===== src/rtl/length_prefixed_message_deframer_assert.svh =====
// Assertion macros for the length-prefixed message deframer.
// Depends on nothing; included inside module bodies that assert.
`ifndef LENGTH_PREFIXED_MESSAGE_DEFRAMER_ASSERT_SVH
`define LENGTH_PREFIXED_MESSAGE_DEFRAMER_ASSERT_SVH

// clocked assertion, disabled while reset is low
`define LPMD_ASSERT_CLK(lbl, clk, rstn, prop, msg) \
  lbl: assert property (@(posedge clk) disable iff (!(rstn)) prop) else $error(msg);

// same, on the usual clock and reset names
`define LPMD_ASSERT(lbl, prop, msg) \
  `LPMD_ASSERT_CLK(lbl, clk_i, rst_ni, prop, msg)

`endif


===== src/rtl/lpmd_pkg.sv =====
// Types and constants for the length-prefixed message deframer.
// No dependencies; imported by length_prefixed_message_deframer.
package lpmd_pkg;

  localparam logic [31:0] MaxLenReset  = 32'd1048576;
  localparam logic [31:0] HdrAfterLen  = 32'd6;
  localparam logic [31:0] LenLastPos   = 32'd3;
  localparam logic [31:0] HdrLastPos   = 32'd5;
  localparam logic [31:0] PosStream    = 32'd0;
  localparam logic [31:0] PosFunction  = 32'd1;

  typedef enum logic [1:0] {
    PH_LENGTH  = 2'd0,
    PH_HEADER  = 2'd1,
    PH_PAYLOAD = 2'd2,
    PH_ERROR   = 2'd3
  } phase_e;

  typedef enum logic [1:0] {
    KIND_HEADER  = 2'd0,
    KIND_PAYLOAD = 2'd1,
    KIND_ERROR   = 2'd2
  } kind_e;

  localparam logic MODE_DATA  = 1'b0;
  localparam logic MODE_CLEAR = 1'b1;

  typedef struct packed {
    logic       mode;
    logic [7:0] data_byte;
  } lpmd_in_t;

  typedef struct packed {
    logic [1:0]  kind;
    logic [7:0]  stream_code;
    logic [7:0]  function_code;
    logic [31:0] transaction_id;
    logic [31:0] payload_length;
    logic [7:0]  payload_byte;
    logic        frame_end;
  } lpmd_out_t;

endpackage


===== src/rtl/length_prefixed_message_deframer.sv =====
// Length-prefixed message deframer: takes one byte (or a clear) per request and
// returns header, payload-byte and error results. One request per clock cycle
// when the result side keeps up; a single output register sits between the
// per-byte frame state machine and the result channel, so a waiting result
// only stalls input when it is not being taken in the same cycle. The result
// is registered, appearing in the cycle after its request is accepted. Frames:
// 4-byte big-endian length, stream byte, function byte, 4-byte transaction id,
// then length-6 payload bytes. A length below 6 or above the configured max_len_q
// gives one error result; afterwards data bytes are dropped until a clear
// request. Depends on lpmd_pkg and the assertion header.
module length_prefixed_message_deframer (
  input  logic               clk_i,
  input  logic               rst_ni,
  input  logic               cfg_valid_i,
  output logic               cfg_ready_o,
  input  logic [31:0]        cfg_wdata_i,
  input  logic               in_valid_i,
  output logic               in_stall_o,
  input  lpmd_pkg::lpmd_in_t in_req_i,
  output logic               out_valid_o,
  input  logic               out_stall_i,
  output lpmd_pkg::lpmd_out_t out_rsp_o
);
  import lpmd_pkg::*;
  `include "length_prefixed_message_deframer_assert.svh"

  phase_e      phase_q, phase_d;
  logic [31:0] pos_q, pos_d;
  logic [31:0] len_q, len_d;
  logic [31:0] plen_q, plen_d;
  logic [7:0]  stream_q, stream_d;
  logic [7:0]  func_q, func_d;
  logic [31:0] tid_q, tid_d;
  logic [31:0] max_len_q;
  logic        out_valid_q, out_valid_d;
  lpmd_out_t   out_q;
  lpmd_out_t   res;
  logic        res_vld;
  logic        acc;
  logic [31:0] pos_inc;

  assign cfg_ready_o = 1'b1;
  assign in_stall_o  = out_valid_q & out_stall_i;
  assign acc         = in_valid_i & ~in_stall_o;
  assign pos_inc     = pos_q + 32'd1;

  always_comb begin
    phase_d  = phase_q;
    pos_d    = pos_q;
    len_d    = len_q;
    plen_d   = plen_q;
    stream_d = stream_q;
    func_d   = func_q;
    tid_d    = tid_q;
    res_vld  = 1'b0;
    res      = '0;
    if (acc) begin
      if (in_req_i.mode == MODE_CLEAR) begin
        phase_d = PH_LENGTH;
        pos_d   = '0;
      end else begin
        case (phase_q)
          PH_LENGTH: begin
            len_d = {len_q[23:0], in_req_i.data_byte};
            if (pos_q == LenLastPos) begin
              pos_d = '0;
              if (len_d < HdrAfterLen || len_d > max_len_q) begin
                phase_d  = PH_ERROR;
                res_vld  = 1'b1;
                res.kind = KIND_ERROR;
              end else begin
                phase_d = PH_HEADER;
                plen_d  = len_d - HdrAfterLen;
              end
            end else begin
              pos_d = pos_inc;
            end
          end
          PH_HEADER: begin
            if (pos_q == PosStream) begin
              stream_d = in_req_i.data_byte;
            end else if (pos_q == PosFunction) begin
              func_d = in_req_i.data_byte;
            end else begin
              tid_d = {tid_q[23:0], in_req_i.data_byte};
            end
            if (pos_q == HdrLastPos) begin
              pos_d              = '0;
              res_vld            = 1'b1;
              res.kind           = KIND_HEADER;
              res.stream_code    = stream_d;
              res.function_code  = func_d;
              res.transaction_id = tid_d;
              res.payload_length = plen_q;
              res.frame_end      = (plen_q == '0);
              phase_d            = (plen_q == '0) ? PH_LENGTH : PH_PAYLOAD;
            end else begin
              pos_d = pos_inc;
            end
          end
          PH_PAYLOAD: begin
            res_vld            = 1'b1;
            res.kind           = KIND_PAYLOAD;
            res.stream_code    = stream_q;
            res.function_code  = func_q;
            res.transaction_id = tid_q;
            res.payload_length = plen_q;
            res.payload_byte   = in_req_i.data_byte;
            res.frame_end      = (pos_inc == plen_q);
            if (pos_inc == plen_q) begin
              phase_d = PH_LENGTH;
              pos_d   = '0;
            end else begin
              pos_d = pos_inc;
            end
          end
          default: begin
            // error: drop data bytes until a clear
          end
        endcase
      end
    end
  end

  always_comb begin
    out_valid_d = out_valid_q;
    if (!in_stall_o) begin
      out_valid_d = acc & res_vld;
    end
  end

  always_ff @(posedge clk_i or negedge rst_ni) begin
    if (!rst_ni) begin
      phase_q     <= PH_LENGTH;
      pos_q       <= '0;
      max_len_q   <= MaxLenReset;
      out_valid_q <= 1'b0;
      stream_q    <= '0;
      func_q      <= '0;
      tid_q       <= '0;
    end else begin
      phase_q     <= phase_d;
      pos_q       <= pos_d;
      out_valid_q <= out_valid_d;
      stream_q    <= stream_d;
      func_q      <= func_d;
      tid_q       <= tid_d;
      if (cfg_valid_i && cfg_ready_o) begin
        max_len_q <= cfg_wdata_i;
      end
    end
  end

  always_ff @(posedge clk_i) begin
    len_q  <= len_d;
    plen_q <= plen_d;
    if (acc && res_vld) begin
      out_q <= res;
    end
  end

  assign out_valid_o = out_valid_q;
  assign out_rsp_o   = out_q;

  `LPMD_ASSERT(a_err_fields_zero,
    (out_valid_q && out_q.kind == KIND_ERROR) |->
      (out_q.stream_code == '0 && out_q.transaction_id == '0 &&
       out_q.payload_length == '0 && out_q.frame_end == 1'b0),
    "error result carries nonzero fields")
  `LPMD_ASSERT(a_clear_restarts,
    (acc && in_req_i.mode == MODE_CLEAR) |=> (phase_q == PH_LENGTH && pos_q == '0),
    "clear did not restart framing")
  `LPMD_ASSERT(a_error_sticky,
    (acc && in_req_i.mode == MODE_DATA && phase_q == PH_ERROR) |=>
      (phase_q == PH_ERROR && !(out_valid_q && out_q.kind != KIND_ERROR &&
       $past(!out_valid_q || !out_stall_i))),
    "data byte left error phase or produced a result")
  `LPMD_ASSERT(a_end_returns_to_length,
    (acc && res_vld && res.frame_end) |=> (phase_q == PH_LENGTH && pos_q == '0),
    "frame end did not return to length phase")
  `LPMD_ASSERT(a_short_counts_bounded,
    (phase_q == PH_LENGTH || phase_q == PH_HEADER) |-> (pos_q <= HdrLastPos),
    "header byte position out of range")

endmodule


===== config.mk =====
export PLATFORM = sky130hd
export DESIGN_NAME = length_prefixed_message_deframer
export DESIGN_NICKNAME = d
export VERILOG_FILES = /design/src/rtl/lpmd_pkg.sv /design/src/rtl/length_prefixed_message_deframer.sv
export VERILOG_INCLUDE_DIRS = /design/src /design/src/rtl
export SDC_FILE = /design/constraint.sdc
export NUM_CORES = 1
export LEC_CHECK = 0
export ABC_CLOCK_PERIOD_IN_PS = 8300
export BUFFER_PORTS_ARGS = -buffer_cell sky130_fd_sc_hd__buf_4
export CELL_PAD_IN_SITES_DETAIL_PLACEMENT = 1
export CELL_PAD_IN_SITES_GLOBAL_PLACEMENT = 1
export CORE_MARGIN = 3
export CORE_UTILIZATION = 47
export CTS_CLUSTER_SIZE = 12
export DETAILED_ROUTE_END_ITERATION = 8
export HOLD_SLACK_MARGIN = 0.03
export PLACE_DENSITY_LB_ADDON = 0.1
export SLEW_MARGIN = 30
export SYNTH_ARGS = -nofsm -noshare
export SYNTH_HDL_FRONTEND = slang
export SYNTH_SLANG_ARGS = --single-unit

===== constraint.sdc =====
create_clock -name clk_i -period 8.3 [get_ports clk_i]
set_input_delay 0.83 -clock clk_i [delete_from_list [all_inputs] [get_ports clk_i]]
set_output_delay 0.83 -clock clk_i [all_outputs]
set_load 0.1 [all_outputs]

## Word level (Yosys, flattened, before mapping)

Cells that the tools add are included.

- Add/subtract/negate cells: 2
- Multiply operators: 0
- Divide/modulo/power cells: 0
- $lt $le $gt $ge: 2
- Equality and inequality tests: 9
- Shifts and indexed selects: 0
- Mux-type cells: 30
- Bitwise operators: 8
- Reduce and logical (&&, ||, !) cells: 13

Operators by type and width:

| operator | count |
|---|---|
| 32-bit 2-to-1 mux | 6 |
| 80-bit case mux with 2 select lines | 1 |
| 32-bit case mux with 3 select lines | 1 |
| 80-bit 2-to-1 mux | 1 |
| 32-bit logical NOT | 2 |
| 32-bit by 1-bit adder with 32-bit output, second input constant | 1 |
| 32-bit by 1-bit equality test with 1-bit output, second input constant | 1 |
| 32-bit by 2-bit equality test with 1-bit output, second input constant | 1 |
| 32-bit by 3-bit equality test with 1-bit output, second input constant | 1 |
| 32-bit equality test | 1 |
| 32-bit greater-than comparator | 1 |
| 32-bit by 3-bit less-than comparator with 1-bit output, second input constant | 1 |
| 32-bit by 3-bit subtractor with 32-bit output, second input constant | 1 |
| 8-bit 2-to-1 mux | 3 |
| 2-bit 2-to-1 mux | 8 |
| 2-bit case mux with 3 select lines | 2 |
| 5-bit AND reduction | 2 |
| 3-bit != test, second input constant | 3 |
| 1-bit 2-to-1 mux | 6 |
| 3-bit AND reduction | 2 |
| 1-bit inverter | 5 |
| 4-bit nonzero test | 1 |
| 1-bit bitwise AND | 3 |
| 1-bit case mux with 3 select lines | 1 |
| other kinds (9) | 9 |

- Register bits: 262
- Latch bits: 0
- RAM bits: 0
- ROM bits: 0
- Logic and storage cells: 80
- Memories: 0

## Logic depth before layout (Yosys ltp)

Gate-level depths: netlist (run 1).

- Word-level depth: 8
- Depth in mapped cells: 13

## Worst setup path after synthesis (run 1)

OpenSTA, ideal clock, no wires.

- Path kind: input port to flip-flop
- Start: input port in_req_i[4] (netlist bit)
- End: register out_q (netlist bit out_rsp_o[0]) (enable)
- Library setup time: 499 ps
- Arrival time: 6505 ps
- Data required time: 7801 ps
- Setup slack: 1296 ps
- Stages: 11
- Buffers on the path: 2
- Cell sequence: buf_6 or4_4 nand2b_4 or3_4 or3_4 or4_1 buf_2 nor4b_4 a21oi_2 nand3b_4 a2111oi_4

- Longest elaborated chain between the ends: 8
- Elaborated cells between the ends (all ways): 9

Ends and longest elaborated chain:

| item | line | text |
|---|---|---|
| start, declared | length_prefixed_message_deframer.sv:19 | `input lpmd_pkg::lpmd_in_t in_req_i,` |
| 32-bit by 3-bit less-than comparator with 1-bit output / 32-bit greater-than comparator (equally long branches) | length_prefixed_message_deframer.sv:67 | `if (len_d < HdrAfterLen \|\| len_d > max_len_q) begin` |
| 1-bit logical OR (*) | length_prefixed_message_deframer.sv:67 |  |
| 1-bit 2-to-1 mux (*) | length_prefixed_message_deframer.sv:67 |  |
| 1-bit 2-to-1 mux (*) | length_prefixed_message_deframer.sv:65 | `if (pos_q == LenLastPos) begin` |
| 1-bit case mux with 3 select lines (*) | length_prefixed_message_deframer.sv:62 | `case (phase_q)` |
| 1-bit 2-to-1 mux (*) | length_prefixed_message_deframer.sv:58 | `if (in_req_i.mode == MODE_CLEAR) begin` |
| 1-bit 2-to-1 mux (*) | length_prefixed_message_deframer.sv:57 | `if (acc) begin` |
| 1-bit logical AND (*) | length_prefixed_message_deframer.sv:157 | `if (acc && res_vld) begin` |
| end signal, assigned | length_prefixed_message_deframer.sv:158 | `out_q <= res;` |
| end, declared | length_prefixed_message_deframer.sv:36 | `lpmd_out_t out_q;` |

Mark *: on every way between the ends. The rest lies on a longest branch, timed or not.
A chain may end at the register's enable or synchronous reset.

## Worst setup path after layout (run 1)

- Start: register pos_q[0]
- End: register pos_q[17]

- Longest elaborated chain between the ends: 5
- Elaborated cells between the ends (all ways): 9

Ends and longest elaborated chain:

| item | line | text |
|---|---|---|
| start, declared | length_prefixed_message_deframer.sv:28 | `logic [31:0] pos_q, pos_d;` |
| start signal, assigned | length_prefixed_message_deframer.sv:143 | `pos_q <= pos_d;` |
| 32-bit by 1-bit adder with 32-bit output | length_prefixed_message_deframer.sv:45 | `assign pos_inc = pos_q + 32'd1;` |
| 32-bit equality test | length_prefixed_message_deframer.sv:110 | `if (pos_inc == plen_q) begin` |
| 32-bit 2-to-1 mux | length_prefixed_message_deframer.sv:110 |  |
| 32-bit case mux with 3 select lines (*) | length_prefixed_message_deframer.sv:62 |  |
| 32-bit 2-to-1 mux (*) | length_prefixed_message_deframer.sv:58 |  |

Marks and branches as above.

==> results.py, run 1 <==
metrics = {
    "run_status": {
        "status": "complete, no violations",
    },
    "global_routing": {
        "grt_max_degree": 75,
        "grt_pass1_vias": 9510,
        "antenna_found_initial": 0,
        "grtUsageTotal": 0.237,
        "grt_overflow": 0,
        "grt_pass1_wl_um": 54200,
    },
    "setup_path": {
        "cp.required_ps": 8740,
        "crit_type": "reg2reg",
        "crit_path_start": "pos_q[0]$_DFFE_PN0P_",
        "cp_cell_sequence": "ha_1 > nand3_1 > nor4_2 > nand3_1 > xnor2_1 > or4_1 > o41ai_2 > a211o_1 > buf_4 > nor3b_1 > a221o_1",
        "critPathLaunchType": "register",
        "crit_path_frequent_cell": "nand3_1",
        "slowest_stage": "o41ai_2",
        "cp.arrival_ps": 5130,
        "crit_path_end_kind": "register",
        "reg2reg_from": "pos_q[0]$_DFFE_PN0P_",
        "max_stage_delay_ps": 720,
        "cp_max_fo": 27,
    },
    "synth": {
        "syn-cell-area_sq_um": 12700,
        "async_flop_share": 0.439,
        "ys.warnings.count": 0,
        "synth_cell_types": 71,
        "synth_top_area_share": 0.347,
        "syn_area_per_cell_sq_um": 11.5,
        "synth_nets": 1193,
        "synth_edf_count": 147,
        "netlist_top_cells_area": "edfxtp_1, dfrtp_1, ha_1",
        "yosysSeqAreaShare": 0.574,
        "synth_top_area_cell": "edfxtp_1",
        "synth_cells": 1107,
        "ys.flop_type": "edfxtp_1",
        "ys_ff_latch": 262,
    },
    "timing": {
        "max_freq_mhz": 213,
        "tightest_slew_ps": 801,
        "hold_violations": 0,
        "fin_skew_ps": 21.7,
        "tns_ps": 0,
        "relSlewSlack": 0.466,
        "min_period_over_period": 0.565,
        "finalMaxSlewViolations": 0,
        "rsz0062_at_grt": "no",
        "setup_viol": 0,
        "period_needed_ps": 4690,
    },
    "routing": {
        "routedWlPerCell_um": 21.6,
        "avgViaCountPerCell": 5.78,
        "drtIter0Drc": 623,
        "dr.pass1.iters": 5,
        "routed_wl_um": 34200,
        "ant_nets": 0,
        "via_count": 9132,
        "route.detailed.drc": 0,
    },
    "floorplanning": {
        "die-height_um": 170,
        "start_util": 0.482,
        "io_pins": 140,
        "rows": 59,
        "core-area_sq_um": 26400,
        "die_area_sq_um": 29100,
        "dieWidth_um": 170,
    },
    "cells_and_area": {
        "area_delta_synth_final_pct": 17.8,
        "drive_above_1_share": 0.205,
        "design_area_sq_um": 15000,
        "nFillCells": 2757,
        "nNetsFinal": 1308,
        "fin_util": 0.568,
    },
    "place": {
        "io_buffers": 138,
        "placed_area_sq_um": 14000,
        "dpl.hpwl_um": 24100,
        "gp_congestion": 0.883,
    },
    "pwr": {
        "p_per_area_nw_per_um2": 255,
        "p_leak_nw": 6.04,
        "p_total_w": 0.00381,
        "ir_drop_mv": 0.174,
    },
    "flow_run": {
        "maxCapViolCount": 0,
    },
    "clocking": {
        "post_cts_buffers": 0,
        "cts_resized": 0,
        "cts_hold_buf": 0,
        "clockBufferDepth": 3,
        "cts_inserted_buffers": 30,
        "cts_tree": "built",
        "cts.sink_count": 262,
        "root_buffer": "clkbuf_16",
        "cts-htree-levels": 1,
        "path_clk_slew_ps": 60,
        "clk_latency_ps": 570,
    },
    "min_path": {
        "min_path_type": "in2async",
    },
}
[registers in the layout, indices dropped and copies added, names as in the netlist]
name	cells
out_rsp_o	91
pos_q	32
max_len_q	32
out_valid_o	1
func_q	8
phase_q	2
tid_q	32
plen_q	32
len_q	24
stream_q	8
[metrics by stage]
step / worst slack, ps / hold WS (ps) / cells
after global routing: 3280 / 316 / 1580
final: 3610 / 293 / 1581
after global placement: 3170 / 454 / 1525
after detailed placement: 3030 / 468 / 1525
after floorplan: 1300 / 442 / 1107
after CTS: 3600 / 298 / 1580
[report_power, final]
| part | total (W) | switching (W) | internal [W] | leakage, nW |
|---|---|---|---|---|
| sequential | 0.00167 | 0.000124 | 0.00155 | 2.91 |
| clock | 0.00132 | 0.000539 | 0.000779 | 0.474 |
| combinational | 0.000824 | 0.000585 | 0.000239 | 2.65 |
[cells in the final DEF (no fill, tap or decap), types with 4 or more instances in the layout]
cell       count
buf_4        148
edfxtp_1     147
dfrtp_1      114
nand2_1       91
nor2_1        67
and2_1        53
o21ai_0       51
inv_1         45
nand3_1       45
mux2_2        44
ha_1          40
xor2_1        37
xnor2_1       34
a22oi_1       33
clkbuf_16     30
nand4_1       27
nor3_1        25
nor4_1        22
a21oi_1       22
and3_1        15
o311ai_1      13
or3_1         12
or4_1         11
o21ai_1       10
a21o_1         8
clkbuf_1       8
and4_1         5
o31ai_1        4
nor2b_1        4
o211ai_1       4
clkinv_1       4
[worst max-delay path: cells and delay by family, from the launching register on]
| kind | cells | cell delay [ps] |
|---|---|---|
| xor gates and xnor gates | 1 | 180 |
| AOI/OAI and AO/OA | 3 | 1210 |
| DFF | 1 | 510 |
| and+or+nand+nor | 5 | 1960 |
| adders and majority gates | 1 | 370 |
| buffers and inverters | 1 | 320 |
[cell usage after synthesis, types with 22 or more instances]
master and number:
a21oi_1 22, a22oi_1 33, and2_1 54, clkbuf_1 45
dfrtp_1 114, edfxtp_1 147, ha_1 40, inv_1 45
mux2_2 44, nand2_1 91, nand3_1 45, nand4_1 27
nor2_1 69, nor3_1 25, nor4_1 22, o21ai_0 51
xnor2_1 34, xor2_1 37
[worst paths after layout]
kind	end	slack (ps)	cells past startpoint
worst min register to register	func_q[0]$_DFFE_PN0P_	480	2
worst max-delay path	pos_q[17]$_DFFE_PN0P_	3610	11
min in group clk_i	max_len_q[3]$_DFFE_PN0P_	470	3
max in group asynchronous	phase_q[1]$_DFFE_PN0P_	6900	2
worst min-delay path	pos_q[18]$_DFFE_PN0P_	290	1
worst max register to register	pos_q[17]$_DFFE_PN0P_	3610	11
[logic make-up after synthesis]
family / share of synthesized area
AO/OA/AOI/OAI: 0.0908
XOR/XNOR: 0.0489
adder cells (fa/ha/maj): 0.0402
buffers and inverters: 0.0357
flip-flops: 0.574
multiplexers: 0.0413
other: 0.000295
AND/OR/NAND/NOR: 0.169
[cell type report]
type / count / area, sq um / share of cell area
multi-input combinational: 733 / 4970 / 0.332
clock inverter: 15 / 183 / 0.0122
inverter: 45 / 169 / 0.0113
sequential: 262 / 7290 / 0.487
timing repair buffer: 150 / 1130 / 0.0757
clock buffer: 40 / 808 / 0.0540
antenna: 1 / 2.50 / 0.000167
tap: 335 / 419 / 0.0280
[metal layers]
| layer | up-vias | track usage | part of all wire |
|---|---|---|---|
| met5 | - | 0 | 0 |
| met4 | 0 | 0.0593 | 0.022 |
| met3 | 55 | 0.0381 | 0.046 |
| met2 | 194 | 0.402 | 0.50 |
| met1 | 4630 | 0.320 | 0.44 |
| li1 | 4253 | - | - |
(Power assumes the default switching activity.)
==> inputs of run 2 (changes only) <==
- ABC_AREA: not set -> 1
- ABC_CLOCK_PERIOD_IN_PS: 8300 -> 4700
- CORE_UTILIZATION: 47 -> 45
- clock period: 8.3 -> 4.7 ns (I/O delays scaled with it)
==> results.py, run 2 <==
metrics = {
    "run_status": {
        "status": "complete, no violations",
    },
    "synth": {
        "syn-cell-area_sq_um": 13700,
        "synth.most_common_cell": "nand2_1",
        "synth_cell_types": 48,
        "synth_top_area_share": 0.322,
        "synth_cells": 1555,
        "ys_ff_latch": 262,
        "synth_nets": 1641,
        "netlist_top_cells_area": "edfxtp_1, dfrtp_1, nand2_1",
        "syn_area_per_cell_sq_um": 8.81,
        "synth_edf_count": 147,
        "yosysSeqAreaShare": 0.533,
        "async_flop_share": 0.439,
        "synth_top_area_cell": "edfxtp_1",
        "yosys-top-cells-count": "nand2_1, inv_1, edfxtp_1",
        "ys.flop_type": "edfxtp_1",
        "ys.warnings.count": 0,
    },
    "timing": {
        "max_freq_mhz": 297,
        "period_needed_ps": 3370,
        "min_period_over_period": 0.716,
        "fin_skew_ps": 13.1,
        "fin_ws_ps": 1330,
        "relSlewSlack": 0.386,
        "setup_viol": 0,
        "rsz0062_at_grt": "no",
        "tightest_slew_ps": 921,
        "tns_ps": 0,
        "hold_violations": 0,
        "finalMaxSlewViolations": 0,
    },
    "setup_path": {
        "slowest_stage": "dfrtp_1",
        "reg2reg_from": "pos_q[16]$_DFFE_PN0P_",
        "critPathLaunchType": "register",
        "worstRegToRegCells": 10,
        "max_stage_delay_ps": 480,
        "cp.required_ps": 5120,
        "crit_path_start": "pos_q[16]$_DFFE_PN0P_",
        "cp_max_fo": 38,
        "crit_path_end_kind": "register",
        "crit_type": "reg2reg",
        "cp_cell_sequence": "nor4_1 > nand3_1 > nor2_1 > nand3_1 > nor2_2 > buf_4 > inv_1 > o22ai_1 > inv_1 > nor2_1",
        "cp.arrival_ps": 3780,
    },
    "floorplanning": {
        "core-area_sq_um": 29800,
        "io_pins": 140,
        "die-height_um": 180,
        "die_area_sq_um": 32600,
        "dieWidth_um": 180,
        "rows": 63,
        "start_util": 0.460,
    },
    "place": {
        "io_buffers": 138,
        "gp_congestion": 0.918,
        "dp_slack_ps": 1180,
        "dpl.hpwl_um": 30300,
    },
    "routing": {
        "routedWlPerCell_um": 20.2,
        "via_count": 11600,
        "drtIter0Drc": 765,
        "dr.pass1.iters": 5,
        "avgViaCountPerCell": 5.52,
        "route.detailed.drc": 0,
        "ant_nets": 0,
        "routed_wl_um": 42400,
    },
    "pwr": {
        "p_leak_nw": 6.80,
        "p_int_w": 0.00488,
        "pwr-share-comb": 0.301,
        "power.switching_w": 0.00297,
        "p_seq_frac": 0.388,
        "p_sw_frac": 0.379,
        "ir_drop_mv": 0.276,
        "clockPowerShare": 0.310,
        "p_per_area_nw_per_um2": 485,
    },
    "cells_and_area": {
        "drive_above_1_share": 0.155,
        "nFillCells": 3536,
        "seq_area_sq_um": 7290,
        "multi_input_area_sq_um": 5490,
        "final_cell_mix": "nand2_1, inv_1, buf_4",
        "nNetsFinal": 1771,
        "antenna_cells_inserted": 0,
        "area_delta_synth_final_pct": 18.2,
        "largest_reg_flops": 91,
        "final_common_cell": "nand2_1",
    },
    "min_path": {
        "min_path_type": "in2reg",
        "worstHoldStart": "cfg_wdata_i[14]",
        "hold_depth": 3,
    },
    "clocking": {
        "cts_resized": 0,
        "clockBufferDepth": 3,
        "cts_tree": "built",
        "root_buffer": "clkbuf_16",
        "cts-htree-levels": 1,
        "cts_inserted_buffers": 29,
        "path_clk_slew_ps": 60,
        "clk_latency_ps": 560,
        "cts.sink_count": 262,
    },
    "global_routing": {
        "grt_pass1_wl_um": 67200,
        "grtUsageTotal": 0.256,
        "antenna_found_initial": 0,
        "grt_max_degree": 74,
        "grt_pass1_vias": 12200,
        "grt_overflow": 0,
    },
    "flow_run": {
        "maxCapViolCount": 0,
    },
}
-- run 2: metal layers --
layer / vias up / routed length, um / GRT usage / share of wire
li1: 5457 / - / - / -
met1: 5751 / 19200 / 0.356 / 0.45
met2: 291 / 19900 / 0.426 / 0.47
met3: 77 / 1990 / 0.0331 / 0.047
met4: 0 / 1210 / 0.0703 / 0.029
met5: - / 0 / 0 / 0
-- run 2: critical path: cells and delay by family, from the launching register on --
family | cells | cell delay (ps)
AO/OA/AOI/OAI | 1 | 410
buffers and inverters | 3 | 890
flip-flops | 1 | 480
AND/OR/NAND/NOR | 6 | 1440
-- run 2: what timing repair did --
item	4_1_cts	5_1_grt
endpoints found under the hold margin	4	0
setup buffers	0	0
hold buffers	1	0
-- run 2: final timing paths --
kind                                          endpoint  slack, ps
min in group asynchronous        pos_q[19]$_DFFE_PN0P_        520
min reg2reg                      func_q[1]$_DFFE_PN0P_        490
max reg2reg                out_rsp_o[77]$_SDFFCE_PP0P_       1330
min                          max_len_q[14]$_DFFE_PN0P_        120
max in group asynchronous    max_len_q[20]$_DFFE_PN1P_       3150
max                        out_rsp_o[77]$_SDFFCE_PP0P_       1330
-- run 2: cells by family (layout without fill, tap and decap cells) --
logic type / after synthesis / count (layout) / synth area share
and+or+nand+nor: 734 / 734 / 0.236
AOI/OAI and AO/OA: 242 / 242 / 0.105
xor gates and xnor gates: 29 / 29 / 0.0196
DFF: 262 / 262 / 0.533
buffers and inverters: 246 / 399 / 0.0698
muxes: 1 / 1 / 0.000822
adders and majority gates: 40 / 40 / 0.0366
other: 1 / 1 / 0.000274
-- run 2: layout make-up --
| cell class | instances | area share |
|---|---|---|
| sequential | 262 | 0.451 |
| multi-input combinational | 1047 | 0.339 |
| tap | 390 | 0.0302 |
| clock inverter | 10 | 0.0101 |
| inverter | 192 | 0.0445 |
| timing repair buffer | 153 | 0.0719 |
| clock buffer | 44 | 0.0533 |
-- run 2: metrics by stage --
step / util / hold WS (ps) / instance area (sq um) / cells / power [W]
2_1_floorplan: - / 174 / 13700 / 1555 / 0.00471
3_3_place_gp: 0.508 / 466 / 15100 / 2043 / 0.00529
3_5_place_dp: 0.508 / 477 / 15100 / 2043 / 0.00541
4_1_cts: 0.543 / 102 / 16200 / 2098 / 0.00789
5_1_grt: 0.543 / 120 / 16200 / 2098 / 0.00828
6_report: 0.543 / 122 / 16200 / 2098 / 0.00785
-- run 2: power by group through the flow --
stage | Combinational [W] | Sequential [W] | Clock, W
final | 0.00236 | 0.00305 | 0.00244
after global routing | 0.00261 | 0.00309 | 0.00258
after CTS | 0.00237 | 0.00305 | 0.00248
after detailed placement | 0.00233 | 0.00308 | 0
after global placement | 0.00223 | 0.00306 | 0
after floorplan | 0.00124 | 0.00347 | 0
